File: src/rtl/okm_pkg.sv
`timescale 1ns / 1ps
// ----------------------------------------------------------------------------
// okm_pkg
// Types and constants shared by the online k-means cluster tracker.
// ----------------------------------------------------------------------------
package okm_pkg;

   localparam int CLUSTER_W  = 3;
   localparam int COUNT_W    = 32;
   localparam int CSR_IDX_W  = 2;
   localparam int CSR_DATA_W = 17;
   localparam int CC_W       = 4;
   localparam int GAIN_REG_W = 17;
   localparam int MINS_W     = 16;

   typedef logic [CLUSTER_W-1:0] cluster_type;
   typedef logic [COUNT_W-1:0]   count_type;

   // command codes
   localparam logic CMD_RECORD = 1'b0;
   localparam logic CMD_CLEAR  = 1'b1;

   // register indexes
   localparam logic [CSR_IDX_W-1:0] CSR_CLUSTER_COUNT = 2'd0;
   localparam logic [CSR_IDX_W-1:0] CSR_EMA_GAIN      = 2'd1;
   localparam logic [CSR_IDX_W-1:0] CSR_MIN_SAMPLES   = 2'd2;

   // reset values of the registers
   localparam logic [CC_W-1:0]       CC_RESET   = 4'd4;
   localparam logic [GAIN_REG_W-1:0] GAIN_RESET = 17'd6554;
   localparam logic [MINS_W-1:0]     MINS_RESET = 16'd10;

   // sequencer to scale unit
   typedef struct packed {
      logic load_lo;
      logic load_hi;
   } scale_ctrl_type;

endpackage

File: src/rtl/okm_cen_mem.sv
`timescale 1ns / 1ps
// ----------------------------------------------------------------------------
// okm_cen_mem
// Centroid store: one write port, one read port with registered read data.
// ----------------------------------------------------------------------------
module okm_cen_mem #(
   parameter int DEPTH = 8,
   parameter int WIDTH = 24
) (
   input  logic                     clock,
   input  logic                     wr_en,
   input  logic [$clog2(DEPTH)-1:0] wr_addr,
   input  logic [WIDTH-1:0]         wr_data,
   input  logic                     rd_en,
   input  logic [$clog2(DEPTH)-1:0] rd_addr,
   output logic [WIDTH-1:0]         rd_data
);

   logic [WIDTH-1:0] mem_ff [DEPTH];
   logic [WIDTH-1:0] rd_data_ff;

   always_ff @(posedge clock) begin
      if (wr_en) begin
         mem_ff[wr_addr] <= wr_data;
      end
   end

   always_ff @(posedge clock) begin
      if (rd_en) begin
         rd_data_ff <= mem_ff[rd_addr];
      end
   end

   assign rd_data = rd_data_ff;

endmodule

File: src/rtl/okm_diff_unit.sv
`timescale 1ns / 1ps
// ----------------------------------------------------------------------------
// okm_diff_unit
// Shared subtract unit: sample minus centroid, as sign and magnitude.
// ----------------------------------------------------------------------------
module okm_diff_unit #(
   parameter int SAMPLE_BITS = 24
) (
   input  logic [SAMPLE_BITS-1:0] sample,
   input  logic [SAMPLE_BITS-1:0] centroid,
   output logic                   diff_neg,
   output logic [SAMPLE_BITS-1:0] diff_mag
);

   localparam int DW = SAMPLE_BITS + 1;

   logic [DW-1:0] diff;
   logic [DW-1:0] mag_full;

   assign diff     = {sample[SAMPLE_BITS-1], sample} - {centroid[SAMPLE_BITS-1], centroid};
   assign diff_neg = diff[DW-1];
   // |diff| never exceeds 2^SAMPLE_BITS - 1, so the top bit drops
   assign mag_full = diff_neg ? (~diff + DW'(1)) : diff;
   assign diff_mag = mag_full[SAMPLE_BITS-1:0];

endmodule

File: src/rtl/okm_scale_unit.sv
`timescale 1ns / 1ps
// ----------------------------------------------------------------------------
// okm_scale_unit
// Gain step: magnitude times gain in two partial products, then floor or
// ceil shift by the gain fraction depending on sign.
// ----------------------------------------------------------------------------
module okm_scale_unit #(
   parameter int SAMPLE_BITS    = 24,
   parameter int GAIN_FRAC_BITS = 16
) (
   input  logic                    clock,
   input  okm_pkg::scale_ctrl_type ctrl,
   input  logic [SAMPLE_BITS-1:0]  mag,
   input  logic                    neg,
   input  logic [GAIN_FRAC_BITS:0] gain,
   output logic [SAMPLE_BITS-1:0]  step
);

   localparam int GW   = GAIN_FRAC_BITS + 1;
   localparam int LO_W = (GW + 1) / 2;
   localparam int HI_W = GW - LO_W;
   localparam int PW   = SAMPLE_BITS + GW;
   localparam logic [PW-1:0] RND = {{(SAMPLE_BITS + 1){1'b0}}, {GAIN_FRAC_BITS{1'b1}}};

   logic [SAMPLE_BITS+LO_W-1:0] lo_prod;
   logic [SAMPLE_BITS+HI_W-1:0] hi_prod;
   logic [PW-1:0]               acc_ff;
   logic [PW-1:0]               acc_in;
   logic [PW-1:0]               rounded;

   assign lo_prod = {{LO_W{1'b0}}, mag} * {{SAMPLE_BITS{1'b0}}, gain[LO_W-1:0]};
   assign hi_prod = {{HI_W{1'b0}}, mag} * {{SAMPLE_BITS{1'b0}}, gain[GW-1:LO_W]};

   always_comb begin
      acc_in = acc_ff;
      if (ctrl.load_lo) begin
         acc_in = {{HI_W{1'b0}}, lo_prod};
      end else if (ctrl.load_hi) begin
         acc_in = acc_ff + {hi_prod, {LO_W{1'b0}}};
      end
   end

   always_ff @(posedge clock) begin
      acc_ff <= acc_in;
   end

   // negative moves round the magnitude up, so the signed step is a floor
   assign rounded = acc_ff + (neg ? RND : '0);
   assign step    = rounded[GAIN_FRAC_BITS +: SAMPLE_BITS];

endmodule

File: src/rtl/online_kmeans_cluster_tracker_top.sv
`timescale 1ns / 1ps
// ----------------------------------------------------------------------------
// online_kmeans_cluster_tracker_top
// Flow: a clear or seeding-only word goes from ST_IDLE to ST_OUT; a classified
//   word (k centroids in use) goes ST_SCAN, ST_MUL_LO, ST_MUL_HI, ST_UPDATE, ST_OUT.
// One word at a time: req_stall is high outside ST_IDLE. The scan reads one
//   centroid a cycle from the store's read port.
// Reset: synchronous; registers return to defaults, seeding restarts, counters clear.
// ----------------------------------------------------------------------------
module online_kmeans_cluster_tracker_top #(
   parameter int K_MAX          = 8,
   parameter int SAMPLE_BITS    = 24,
   parameter int GAIN_FRAC_BITS = 16
) (
   input  logic                                clock,
   input  logic                                reset,
   input  logic                                req_valid,
   output logic                                req_stall,
   input  logic                                req_cmd,
   input  logic signed [SAMPLE_BITS-1:0]       req_sample,
   output logic                                rsp_valid,
   input  logic                                rsp_stall,
   output logic [okm_pkg::CLUSTER_W-1:0]       rsp_chosen_cluster,
   output logic                                rsp_change_flag,
   output logic [okm_pkg::CLUSTER_W-1:0]       rsp_previous_cluster,
   output logic signed [SAMPLE_BITS-1:0]       rsp_centroid_value,
   output logic [okm_pkg::COUNT_W-1:0]         rsp_change_count,
   output logic [okm_pkg::COUNT_W-1:0]         rsp_record_count,
   input  logic                                csr_we,
   input  logic [okm_pkg::CSR_IDX_W-1:0]       csr_index,
   input  logic [okm_pkg::CSR_DATA_W-1:0]      csr_wdata
);

   localparam int IDX_W = $clog2(K_MAX);
   localparam int CNT_W = $clog2(K_MAX + 1);
   localparam int GW    = GAIN_FRAC_BITS + 1;
   localparam logic [31:0] GAIN_ONE32 = 32'd1 << GAIN_FRAC_BITS;

   typedef enum logic [2:0] {
      ST_IDLE,
      ST_SCAN,
      ST_MUL_LO,
      ST_MUL_HI,
      ST_UPDATE,
      ST_OUT
   } state_type;

   state_type state_ff, state_in;

   logic [okm_pkg::CC_W-1:0]       cluster_count_ff, cluster_count_in;
   logic [okm_pkg::GAIN_REG_W-1:0] ema_gain_ff, ema_gain_in;
   logic [okm_pkg::MINS_W-1:0]     min_samples_ff, min_samples_in;

   logic [CNT_W-1:0]          seed_count_ff, seed_count_in;
   logic                      seeded_ff, seeded_in;
   logic [IDX_W-1:0]          last_cluster_ff, last_cluster_in;
   okm_pkg::count_type        change_total_ff, change_total_in;
   okm_pkg::count_type        record_total_ff, record_total_in;

   logic [CNT_W-1:0]          rd_idx_ff, rd_idx_in;
   logic                      cmp_vld_ff, cmp_vld_in;
   logic [CNT_W-1:0]          cmp_idx_ff, cmp_idx_in;
   logic                      rsp_valid_ff, rsp_valid_in;

   // payload
   logic [SAMPLE_BITS-1:0]    sample_ff, sample_in;
   logic [SAMPLE_BITS-1:0]    best_mag_ff, best_mag_in;
   logic                      best_neg_ff, best_neg_in;
   logic [SAMPLE_BITS-1:0]    best_cen_ff, best_cen_in;
   logic [IDX_W-1:0]          winner_ff, winner_in;

   okm_pkg::cluster_type      res_active_ff, res_active_in;
   logic                      res_change_ff, res_change_in;
   okm_pkg::cluster_type      res_prev_ff, res_prev_in;
   logic [SAMPLE_BITS-1:0]    res_cen_ff, res_cen_in;
   okm_pkg::count_type        res_chg_cnt_ff, res_chg_cnt_in;
   okm_pkg::count_type        res_rec_cnt_ff, res_rec_cnt_in;

   okm_pkg::cluster_type      rsp_active_ff, rsp_active_in;
   logic                      rsp_change_ff, rsp_change_in;
   okm_pkg::cluster_type      rsp_prev_ff, rsp_prev_in;
   logic [SAMPLE_BITS-1:0]    rsp_cen_ff, rsp_cen_in;
   okm_pkg::count_type        rsp_chg_cnt_ff, rsp_chg_cnt_in;
   okm_pkg::count_type        rsp_rec_cnt_ff, rsp_rec_cnt_in;

   // store and shared units
   logic                      mem_wr_en;
   logic [IDX_W-1:0]          mem_wr_addr;
   logic [SAMPLE_BITS-1:0]    mem_wr_data;
   logic                      mem_rd_en;
   logic [IDX_W-1:0]          mem_rd_addr;
   logic [SAMPLE_BITS-1:0]    mem_rd_data;
   logic                      diff_neg;
   logic [SAMPLE_BITS-1:0]    diff_mag;
   okm_pkg::scale_ctrl_type   scale_ctrl;
   logic [SAMPLE_BITS-1:0]    scale_step;

   logic [CNT_W-1:0]          k_use;
   logic [GW-1:0]             gain_use;
   logic                      req_acc;
   logic [CNT_W-1:0]          seed_next;
   okm_pkg::count_type        rec_sat;
   okm_pkg::count_type        chg_sat;
   logic [okm_pkg::COUNT_W:0] rec_plus;
   logic                      change_hit;
   logic [SAMPLE_BITS-1:0]    new_cen;

   okm_cen_mem #(
      .DEPTH (K_MAX),
      .WIDTH (SAMPLE_BITS)
   ) u_cen_mem (
      .clock   (clock),
      .wr_en   (mem_wr_en),
      .wr_addr (mem_wr_addr),
      .wr_data (mem_wr_data),
      .rd_en   (mem_rd_en),
      .rd_addr (mem_rd_addr),
      .rd_data (mem_rd_data)
   );

   okm_diff_unit #(
      .SAMPLE_BITS (SAMPLE_BITS)
   ) u_diff (
      .sample   (sample_ff),
      .centroid (mem_rd_data),
      .diff_neg (diff_neg),
      .diff_mag (diff_mag)
   );

   okm_scale_unit #(
      .SAMPLE_BITS    (SAMPLE_BITS),
      .GAIN_FRAC_BITS (GAIN_FRAC_BITS)
   ) u_scale (
      .clock (clock),
      .ctrl  (scale_ctrl),
      .mag   (best_mag_ff),
      .neg   (best_neg_ff),
      .gain  (gain_use),
      .step  (scale_step)
   );

   // effective k and gain
   always_comb begin
      if (cluster_count_ff == '0) begin
         k_use = CNT_W'(1);
      end else if (int'(cluster_count_ff) > K_MAX) begin
         k_use = CNT_W'(K_MAX);
      end else begin
         k_use = CNT_W'(cluster_count_ff);
      end
      if (32'(ema_gain_ff) > GAIN_ONE32) begin
         gain_use = GW'(GAIN_ONE32);
      end else begin
         gain_use = GW'(ema_gain_ff);
      end
   end

   assign req_acc    = req_valid && (state_ff == ST_IDLE);
   assign req_stall  = (state_ff != ST_IDLE);
   assign seed_next  = seed_count_ff + CNT_W'(1);
   assign rec_sat    = (&record_total_ff) ? record_total_ff : record_total_ff + 32'd1;
   assign chg_sat    = (&change_total_ff) ? change_total_ff : change_total_ff + 32'd1;
   assign rec_plus   = {1'b0, record_total_ff} + 33'd1;
   assign change_hit = (rec_plus >= {17'b0, min_samples_ff}) && (winner_ff != last_cluster_ff);
   assign new_cen    = best_neg_ff ? (best_cen_ff - scale_step) : (best_cen_ff + scale_step);

   always_comb begin
      state_in         = state_ff;
      cluster_count_in = cluster_count_ff;
      ema_gain_in      = ema_gain_ff;
      min_samples_in   = min_samples_ff;
      seed_count_in    = seed_count_ff;
      seeded_in        = seeded_ff;
      last_cluster_in  = last_cluster_ff;
      change_total_in  = change_total_ff;
      record_total_in  = record_total_ff;
      rd_idx_in        = rd_idx_ff;
      cmp_vld_in       = 1'b0;
      cmp_idx_in       = cmp_idx_ff;
      sample_in        = sample_ff;
      best_mag_in      = best_mag_ff;
      best_neg_in      = best_neg_ff;
      best_cen_in      = best_cen_ff;
      winner_in        = winner_ff;
      res_active_in    = res_active_ff;
      res_change_in    = res_change_ff;
      res_prev_in      = res_prev_ff;
      res_cen_in       = res_cen_ff;
      res_chg_cnt_in   = res_chg_cnt_ff;
      res_rec_cnt_in   = res_rec_cnt_ff;
      rsp_valid_in     = rsp_valid_ff && rsp_stall;
      rsp_active_in    = rsp_active_ff;
      rsp_change_in    = rsp_change_ff;
      rsp_prev_in      = rsp_prev_ff;
      rsp_cen_in       = rsp_cen_ff;
      rsp_chg_cnt_in   = rsp_chg_cnt_ff;
      rsp_rec_cnt_in   = rsp_rec_cnt_ff;
      mem_wr_en        = 1'b0;
      mem_wr_addr      = seed_count_ff[IDX_W-1:0];
      mem_wr_data      = req_sample;
      mem_rd_en        = 1'b0;
      mem_rd_addr      = rd_idx_ff[IDX_W-1:0];
      scale_ctrl       = '0;

      case (state_ff)
         ST_IDLE: begin
            if (req_acc) begin
               sample_in = req_sample;
               if (req_cmd == okm_pkg::CMD_CLEAR) begin
                  seed_count_in   = '0;
                  seeded_in       = 1'b0;
                  last_cluster_in = '0;
                  change_total_in = '0;
                  record_total_in = '0;
                  res_active_in   = '0;
                  res_change_in   = 1'b0;
                  res_prev_in     = '0;
                  res_cen_in      = '0;
                  res_chg_cnt_in  = '0;
                  res_rec_cnt_in  = '0;
                  state_in        = ST_OUT;
               end else if (!seeded_ff) begin
                  mem_wr_en     = 1'b1;
                  seed_count_in = seed_next;
                  rd_idx_in     = '0;
                  if (seed_next >= k_use) begin
                     // last seed is also classified
                     seeded_in       = 1'b1;
                     last_cluster_in = '0;
                     state_in        = ST_SCAN;
                  end else begin
                     record_total_in = rec_sat;
                     res_active_in   = '0;
                     res_change_in   = 1'b0;
                     res_prev_in     = '0;
                     res_cen_in      = '0;
                     res_chg_cnt_in  = change_total_ff;
                     res_rec_cnt_in  = rec_sat;
                     state_in        = ST_OUT;
                  end
               end else begin
                  rd_idx_in = '0;
                  state_in  = ST_SCAN;
               end
            end
         end

         ST_SCAN: begin
            // read centroid i while comparing centroid i-1
            if (rd_idx_ff < k_use) begin
               mem_rd_en  = 1'b1;
               rd_idx_in  = rd_idx_ff + CNT_W'(1);
               cmp_vld_in = 1'b1;
               cmp_idx_in = rd_idx_ff;
            end
            if (cmp_vld_ff) begin
               if ((cmp_idx_ff == '0) || (diff_mag < best_mag_ff)) begin
                  best_mag_in = diff_mag;
                  best_neg_in = diff_neg;
                  best_cen_in = mem_rd_data;
                  winner_in   = cmp_idx_ff[IDX_W-1:0];
               end
               if (CNT_W'(cmp_idx_ff + CNT_W'(1)) == k_use) begin
                  state_in = ST_MUL_LO;
               end
            end
         end

         ST_MUL_LO: begin
            scale_ctrl.load_lo = 1'b1;
            state_in           = ST_MUL_HI;
         end

         ST_MUL_HI: begin
            scale_ctrl.load_hi = 1'b1;
            state_in           = ST_UPDATE;
         end

         ST_UPDATE: begin
            mem_wr_en       = 1'b1;
            mem_wr_addr     = winner_ff;
            mem_wr_data     = new_cen;
            record_total_in = rec_sat;
            res_active_in   = okm_pkg::cluster_type'(winner_ff);
            res_change_in   = change_hit;
            res_cen_in      = new_cen;
            res_rec_cnt_in  = rec_sat;
            if (change_hit) begin
               change_total_in = chg_sat;
               last_cluster_in = winner_ff;
               res_prev_in     = okm_pkg::cluster_type'(last_cluster_ff);
               res_chg_cnt_in  = chg_sat;
            end else begin
               res_prev_in    = '0;
               res_chg_cnt_in = change_total_ff;
            end
            state_in = ST_OUT;
         end

         ST_OUT: begin
            if (!rsp_valid_ff || !rsp_stall) begin
               rsp_valid_in   = 1'b1;
               rsp_active_in  = res_active_ff;
               rsp_change_in  = res_change_ff;
               rsp_prev_in    = res_prev_ff;
               rsp_cen_in     = res_cen_ff;
               rsp_chg_cnt_in = res_chg_cnt_ff;
               rsp_rec_cnt_in = res_rec_cnt_ff;
               state_in       = ST_IDLE;
            end
         end

         default: begin
            state_in = ST_IDLE;
         end
      endcase

      // register writes restart seeding; counters stay
      if (csr_we) begin
         case (csr_index)
            okm_pkg::CSR_CLUSTER_COUNT: begin
               cluster_count_in = csr_wdata[okm_pkg::CC_W-1:0];
               seed_count_in    = '0;
               seeded_in        = 1'b0;
               last_cluster_in  = '0;
            end
            okm_pkg::CSR_EMA_GAIN: begin
               ema_gain_in     = csr_wdata[okm_pkg::GAIN_REG_W-1:0];
               seed_count_in   = '0;
               seeded_in       = 1'b0;
               last_cluster_in = '0;
            end
            okm_pkg::CSR_MIN_SAMPLES: begin
               min_samples_in  = csr_wdata[okm_pkg::MINS_W-1:0];
               seed_count_in   = '0;
               seeded_in       = 1'b0;
               last_cluster_in = '0;
            end
            default: begin
            end
         endcase
      end
   end

   always_ff @(posedge clock) begin
      if (reset) begin
         state_ff         <= ST_IDLE;
         cluster_count_ff <= okm_pkg::CC_RESET;
         ema_gain_ff      <= okm_pkg::GAIN_RESET;
         min_samples_ff   <= okm_pkg::MINS_RESET;
         seed_count_ff    <= '0;
         seeded_ff        <= 1'b0;
         last_cluster_ff  <= '0;
         change_total_ff  <= '0;
         record_total_ff  <= '0;
         rd_idx_ff        <= '0;
         cmp_vld_ff       <= 1'b0;
         cmp_idx_ff       <= '0;
         rsp_valid_ff     <= 1'b0;
      end else begin
         state_ff         <= state_in;
         cluster_count_ff <= cluster_count_in;
         ema_gain_ff      <= ema_gain_in;
         min_samples_ff   <= min_samples_in;
         seed_count_ff    <= seed_count_in;
         seeded_ff        <= seeded_in;
         last_cluster_ff  <= last_cluster_in;
         change_total_ff  <= change_total_in;
         record_total_ff  <= record_total_in;
         rd_idx_ff        <= rd_idx_in;
         cmp_vld_ff       <= cmp_vld_in;
         cmp_idx_ff       <= cmp_idx_in;
         rsp_valid_ff     <= rsp_valid_in;
      end
      sample_ff      <= sample_in;
      best_mag_ff    <= best_mag_in;
      best_neg_ff    <= best_neg_in;
      best_cen_ff    <= best_cen_in;
      winner_ff      <= winner_in;
      res_active_ff  <= res_active_in;
      res_change_ff  <= res_change_in;
      res_prev_ff    <= res_prev_in;
      res_cen_ff     <= res_cen_in;
      res_chg_cnt_ff <= res_chg_cnt_in;
      res_rec_cnt_ff <= res_rec_cnt_in;
      rsp_active_ff  <= rsp_active_in;
      rsp_change_ff  <= rsp_change_in;
      rsp_prev_ff    <= rsp_prev_in;
      rsp_cen_ff     <= rsp_cen_in;
      rsp_chg_cnt_ff <= rsp_chg_cnt_in;
      rsp_rec_cnt_ff <= rsp_rec_cnt_in;
   end

   assign rsp_valid            = rsp_valid_ff;
   assign rsp_chosen_cluster   = rsp_active_ff;
   assign rsp_change_flag      = rsp_change_ff;
   assign rsp_previous_cluster = rsp_prev_ff;
   assign rsp_centroid_value   = rsp_cen_ff;
   assign rsp_change_count     = rsp_chg_cnt_ff;
   assign rsp_record_count     = rsp_rec_cnt_ff;

endmodule

File: config.mk
export PLATFORM = sky130hd
export DESIGN_NAME = online_kmeans_cluster_tracker_top
export DESIGN_NICKNAME = d
export VERILOG_FILES = /design/src/rtl/okm_pkg.sv /design/src/rtl/okm_cen_mem.sv /design/src/rtl/okm_diff_unit.sv /design/src/rtl/okm_scale_unit.sv /design/src/rtl/online_kmeans_cluster_tracker_top.sv
export SDC_FILE = /design/constraint.sdc
export NUM_CORES = 2
export LEC_CHECK = 0
export ABC_AREA = 1
export BUFFER_PORTS_ARGS = -buffer_cell sky130_fd_sc_hd__buf_2
export CORE_AREA = 2 2 375 377
export DETAILED_ROUTE_END_ITERATION = 8
export DIE_AREA = 0 0 377 379
export PLACE_DENSITY = 0.57
export REMOVE_ABC_BUFFERS = 1
export SYNTH_ARGS = -nofsm -noshare
export SYNTH_HDL_FRONTEND = slang
export SYNTH_HIERARCHICAL = 1
export SYNTH_SLANG_ARGS = --single-unit
File: constraint.sdc
create_clock -name clock -period 18.9 [get_ports clock]
set_input_delay 5.67 -clock clock [delete_from_list [all_inputs] [get_ports clock]]
set_output_delay 5.67 -clock clock [all_outputs]
set_load 0.01 [all_outputs]
# Yosys cells after proc, flatten, opt, wreduce, memory -nomap -nowiden
# Memories as Yosys holds them, arrays and structs flattened. A register that Yosys moved wholly into a read port is not among the register bits.
# Index checks and enable logic that the tools add are counted.
[totals]
in_bits = 49
ram_bits = 192
out_inout_bits = 97
n_memories = 1
wordCells = 189
ff_bits = 429
[op_classes]
bitwise = 1
n_eq_ne = 18
n_lt_le_gt_ge = 6
multipliers = 2
n_mux = 88
reduce_logical = 29
n_addsub = 12
[mem_list]
columns = ["name", "words", "word_bits", "read_ports", "rd_ports_with_merged_regs", "write_ports", "line", "rtl"]
rows = [
  ["u_cen_mem.mem_ff", 8, 24, 1, 1, 1, "okm_cen_mem.sv:19", "logic [WIDTH-1:0] mem_ff [DEPTH];"],
]
[ops]
columns = ["op", "count"]
rows = [
  ["two-way mux 32 bit", 13],
  ["case mux 32 bit (2 select lines)", 3],
  ["two-way mux 24 bit", 7],
  ["two-way mux 33 bit", 2],
  ["adder 32 x 1 -> 32 bit, second input constant", 2],
  ["AND reduction 32 bit", 2],
  ["two-way mux 3 bit", 20],
  ["case mux 24 bit (2 select lines)", 1],
  ["two-way mux 4 bit", 11],
  ["adder 41 bit", 1],
  ["adder 40 x 16 -> 40 bit", 1],
  ["adder 32 x 1 -> 33 bit, second input constant", 1],
  [">= comparator 33 x 16 -> 1 bit", 1],
  ["multiplier 24 x 9 -> 33 bit", 1],
  ["multiplier 24 x 8 -> 32 bit", 1],
  ["subtractor 24 x 24 -> 25 bit", 1],
  ["adder 24 x 1 -> 24 bit, second input constant", 1],
  ["adder 24 bit", 1],
  ["< comparator 24 bit", 1],
  ["NOT 24 bit", 1],
  ["subtractor 24 bit", 1],
  ["two-way mux 1 bit", 22],
  ["case mux 3 bit (2 select lines)", 3],
  ["case mux 3 bit (6 select lines)", 1],
  ["30 further kinds", 57],
]

# Longest topological paths before layout
[logic_depth]
word_depth = 11
depth_mapped = 42
mapped_depth_nobuf = 40

# Modules after synthesis
# Netlist, hierarchy kept.
[modules_own_cells]
columns = ["module", "n_inst", "area_each_um2", "seq_area_each_um2", "cells_each"]
rows = [
  ["online_kmeans_cluster_tracker_top", 1, 19084.6, 10430.0, 2105],
  ["okm_scale_unit", 1, 17708.2, 1131.1, 2547],
  ["okm_cen_mem", 1, 9146.3, 6486.2, 872],
  ["okm_diff_unit", 1, 2457.4, 0.0, 504],
]

# Least setup slack after synthesis
# Ideal clock, no wire load.
[synth_timing]
path_type = "input-to-reg"
start = "input rsp_stall"
end = "register rsp_cen_ff[0] (netlist: rsp_centroid_value[0]), enable pin"
slack_ns = 8.160
t_required_ns = 18.319
path_buffers = 0
arrival_ns = 10.160
setup_ns = 0.581
cell_stages = 1
path_cell_list = "a21oi_1"
[synth_between]
elab_chain_len = 3
[synth_lines]
columns = ["element", "line", "rtl"]
rows = [
  ["from (decl)", "online_kmeans_cluster_tracker_top.sv:22", "input logic rsp_stall,"],
  ["zero test 1 bit", "online_kmeans_cluster_tracker_top.sv:301", "if (!rsp_valid_ff || !rsp_stall) begin"],
  ["logical OR 1 bit", "online_kmeans_cluster_tracker_top.sv:301", ""],
  ["AND reduction 2 bit (no line)", "--", ""],
  ["to (signal assigned)", "online_kmeans_cluster_tracker_top.sv:389", "rsp_cen_ff <= rsp_cen_in;"],
  ["to (decl)", "online_kmeans_cluster_tracker_top.sv:82", "logic [SAMPLE_BITS-1:0] rsp_cen_ff, rsp_cen_in;"],
]
# Every way passes these cells.
# A chain may end at the register's enable or synchronous reset.

# Worst setup path after layout
[layout_timing]
start = "input req_cmd"
end = "register res_cen_ff[4], enable pin"
[layout_between]
elab_chain_len = 2
elab_cells_between_ends = 3
cone_classes = "eq/ne: 2; reduce/logical: 1"
[layout_lines]
columns = ["element", "line", "rtl"]
rows = [
  ["from (decl)", "online_kmeans_cluster_tracker_top.sv:19", "input logic req_cmd,"],
  ["!= test 3 bit (no line)", "--", ""],
  ["AND reduction 4 bit (no line) *", "--", ""],
  ["to (signal assigned)", "online_kmeans_cluster_tracker_top.sv:383", "res_cen_ff <= res_cen_in;"],
  ["to (decl)", "online_kmeans_cluster_tracker_top.sv:75", "logic [SAMPLE_BITS-1:0] res_cen_ff, res_cen_in;"],
]
# Mark *: on every way between the ends. The rest lies on a longest branch, timed or not.

==> reports/metrics.yaml <==
status:
  status: "completed"
timing:
  setup_viol: 0
  finalWorstSetupSlack_ns: 10.48
  setup_tns_ns: 0
  slew_headroom: 0.1959
  skew_ns: 0.04400
  finalHoldViolCount: 0
  final-max-slew-violation-count: 0
  min_period_over_period: 0.4455
  finalCriticalPeriod_ns: 8.420
  fmax_mhz: 118.8
  rsz0062_at_grt: "false"
  tightest_slew_ns: 1.205
clocking:
  cts_made_buffers: 72
  cts_hold_buf: 0
  cts.clk_slew.worst_paths_ns: 0.06
  cts_buffer_depth: 3
  cts_resized: 0
  insertion_delay_ns: 0.69
  cts_tree: "done"
  cts.sinks: 644
  cts-root-buf: "clkbuf_16"
  postCtsSetupBuffers: 0
  htree_levels: 3
setup_path:
  crit_slowest_cell: "inv_4"
  crit_arrival_ns: 8.72
  cp.required_ns: 19.20
  crit_top_cell: "buf_4"
  reg2reg_to: "u_scale/acc_ff[32]$_DFFE_PN_"
  max_stage_delay_ns: 0.76
  critPathLaunchType: "primary input"
  rrSetupSlack_ns: 11.59
  cp_max_fo: 91
  worst_setup_path_end_kind: "flop"
  r2r_cells: 27
  worst_r2r_startpoint: "ema_gain_ff[16]$_SDFFE_PP0P_"
  path_class: "primary input to flop"
  path_cells: "buf_2 -> inv_1 -> nand3_1 -> nand2_1 -> buf_4 -> inv_4 -> buf_4"
place:
  dp_cells: 7851
  gp_congestion: 0.9290
  io_buffers: 145
  dp_slack_ns: 9.779
  hpwlAfterDp_um: 99980
layout:
  nFillCells: 14230
  final_cell_mix: "nand2_1 (1700), inv_1 (1166), edfxtp_1 (515)"
  instances_no_fill: 7986
  utilization: 0.3851
  fin_nets: 6708
  final_common_cell: "nand2_1"
  seqCellArea_um2: 18050
  drive_above_1_share: 0.07981
  multi_input_area_um2: 25060
  areaGrowthSynthToFinish_pct: 10.49
power:
  p_leak_nw: 25.96
  swShare: 0.4691
  p_seq_frac: 0.269
  combPwrFrac: 0.548
  p_per_area_nw_per_um2: 147.1
  p_int_mw: 4.177
  power_switching_mw: 3.691
  clkPwrFrac: 0.183
  ir_drop_mv: 0.08293
min_path:
  holdPathStages: 0
  hp-class: "flop to flop"
  hold_path_startpoint: "res_rec_cnt_ff[29]$_DFFE_PP_"
  hold_end: "rsp_record_count[29]$_DFFE_PP_"
detailed_routing:
  wl_met2_um: 62930
  drt_wl_total_um: 134600
  routed-via-count: 38450
  wire_per_inst_um: 16.86
  drt_iter0_markers: 2520
  ant_nets: 0
  wl_met1_um: 63380
  top_layer: "met4"
  routed-wl-met3_um: 5476
  vias_per_cell: 4.815
  dr.pass1.iters: 5
  post-route-drc-count: 0
logic_synthesis:
  syn-cell-area_um2: 48400
  seq_area_frac_synth: 0.3729
  synthArstFlopShare: 0
  synth_seq_cells: 644
  synthCells: 6028
  synth.distinct_cells: 65
  dominantRegCellSynth: "edfxtp_1"
  synth_edf_count: 515
  synth_top_family_by_area: "simple AND/OR/NAND/NOR gates"
  synth_warnings: 6
  synth-simple-area-share: 0.2260
  synth_compound_gate_area_share: 0.07958
  synthAdderAreaFrac: 0.1847
  synth_mux_area_frac: 0.0002068
  avgSynthCellArea_um2: 8.029
  synth_xor_area_frac: 0.02606
floorplan:
  rows: 137
  ios: 146
  die-width_um: 377
  die_h_um: 379
  initial_utilization: 0.3486
  coreArea_um2: 138800
  dieArea_um2: 142900
global_routing:
  antenna_found_initial: 2
  grt_use_total: 0.1892
  grt_pass1_vias: 38300
  grt_first_pass_wirelength_um: 213500
  grt_max_degree: 97
  grt-ovfl-total: 0
job:
  cap_viol_max_count: 0
[synthesized netlist by cell type (25+ instances only)]
cell | n | area [um2]
nand2_1 | 1700 | 6381
inv_1 | 1167 | 4380
edfxtp_1 | 515 | 15460
nor2_1 | 411 | 1543
fa_1 | 289 | 5786
nand3_1 | 287 | 1436
a21oi_1 | 272 | 1361
ha_1 | 252 | 3153
o21ai_0 | 197 | 986.0
clkbuf_1 | 143 | 536.8
dfxtp_1 | 129 | 2582
xor2_1 | 100 | 875.8
nor3_1 | 59 | 295.3
nand4_1 | 56 | 350.3
xnor2_1 | 44 | 385.4
a21oi_2 | 41 | 359.1
buf_2 | 29 | 145.1
o21ai_1 | 29 | 145.1
o31ai_1 | 26 | 195.2
nand2_2 | 25 | 156.4
[final cells by class]
class	instances	area share
diodes	2	0.00009360
well taps	1807	0.04228
flip-flops and latches	644	0.3376
inverters	1193	0.08384
multi-input cells	3996	0.4686
clock buffers	89	0.03489
clock inverters	44	0.009804
repair buffers	211	0.02284
[logic make-up (layout without fill, tap and decap cells)]
group | after synthesis | after routing
AOI/OAI and AO/OA | 669 | 669
adders and majority gates | 541 | 541
and+or+nand+nor | 2641 | 2641
other | 0 | 2
muxes | 1 | 1
buffers and inverters | 1388 | 1537
DFF | 644 | 644
xor gates and xnor gates | 144 | 144
[power by group through the flow]
stage / Clock (mW) / Sequential (mW) / Combinational [mW]
after floorplan: 0 / 2.10 / 3.10
after global placement: 0 / 2.14 / 4.25
after detailed placement: 0 / 2.14 / 4.28
after CTS: 1.48 / 2.12 / 4.31
after global routing: 1.53 / 2.14 / 4.93
final: 1.44 / 2.11 / 4.31
[critical path, delay by kind of cell]
kind | cells | cell delay [ns]
buffers and inverters | 5 | 2.61
and+or+nand+nor | 2 | 0.30
[metrics by stage]
| step | instance area, um2 | power [mW] | hold slack [ns] |
|---|---|---|---|
| 6_report | 53470 | 7.868 | 0.4138 |
| 5_1_grt | 53470 | 8.593 | 0.4101 |
| 4_1_cts | 53470 | 7.904 | 0.4202 |
| 3_5_place_dp | 51080 | 6.415 | 0.4052 |
| 3_3_place_gp | 51080 | 6.393 | 0.4009 |
| 2_1_floorplan | 47530 | 5.197 | 0.4003 |
[how the worst max path moves through the flow]
stage                    from                              end  slack, ns
floorplan           rsp_stall  rsp_centroid_value[0]$_DFFE_PP_       8.16
detailed placement    req_cmd      res_cen_ff[1]$_SDFFCE_PN0P_       9.78
global placement      req_cmd      res_cen_ff[0]$_SDFFCE_PN0P_       9.85
CTS                   req_cmd      res_cen_ff[4]$_SDFFCE_PN0P_      10.51
finish                req_cmd      res_cen_ff[4]$_SDFFCE_PN0P_      10.48
global route          req_cmd      res_cen_ff[4]$_SDFFCE_PN0P_      10.26
[sequential cells by signal, indices dropped and copies added, names as in the netlist, 4 cells and up]
signal / count
min_samples_ff: 16
cluster_count_ff: 4
ema_gain_ff: 17
res_rec_cnt_ff: 32
record_total_ff: 32
rd_idx_ff: 4
cmp_idx_ff: 4
change_total_ff: 32
u_scale/acc_ff: 40
res_cen_ff: 24
best_cen_ff: 24
rsp_centroid_value: 24
rsp_record_count: 32
rsp_change_count: 32
u_cen_mem/rd_data: 24
best_mag_ff: 24
sample_ff: 24
u_cen_mem/mem_ff: 192
res_chg_cnt_ff: 32
seed_count_ff: 4
[metal layers]
layer | global-route usage | up-vias
met3 | 0.01799 | 149
li1 | - | 19150
met4 | 0.04883 | 0
met1 | 0.2645 | 18410
met2 | 0.3137 | 746
met5 | 0 | -
Power figures use the tool's default switching activity.
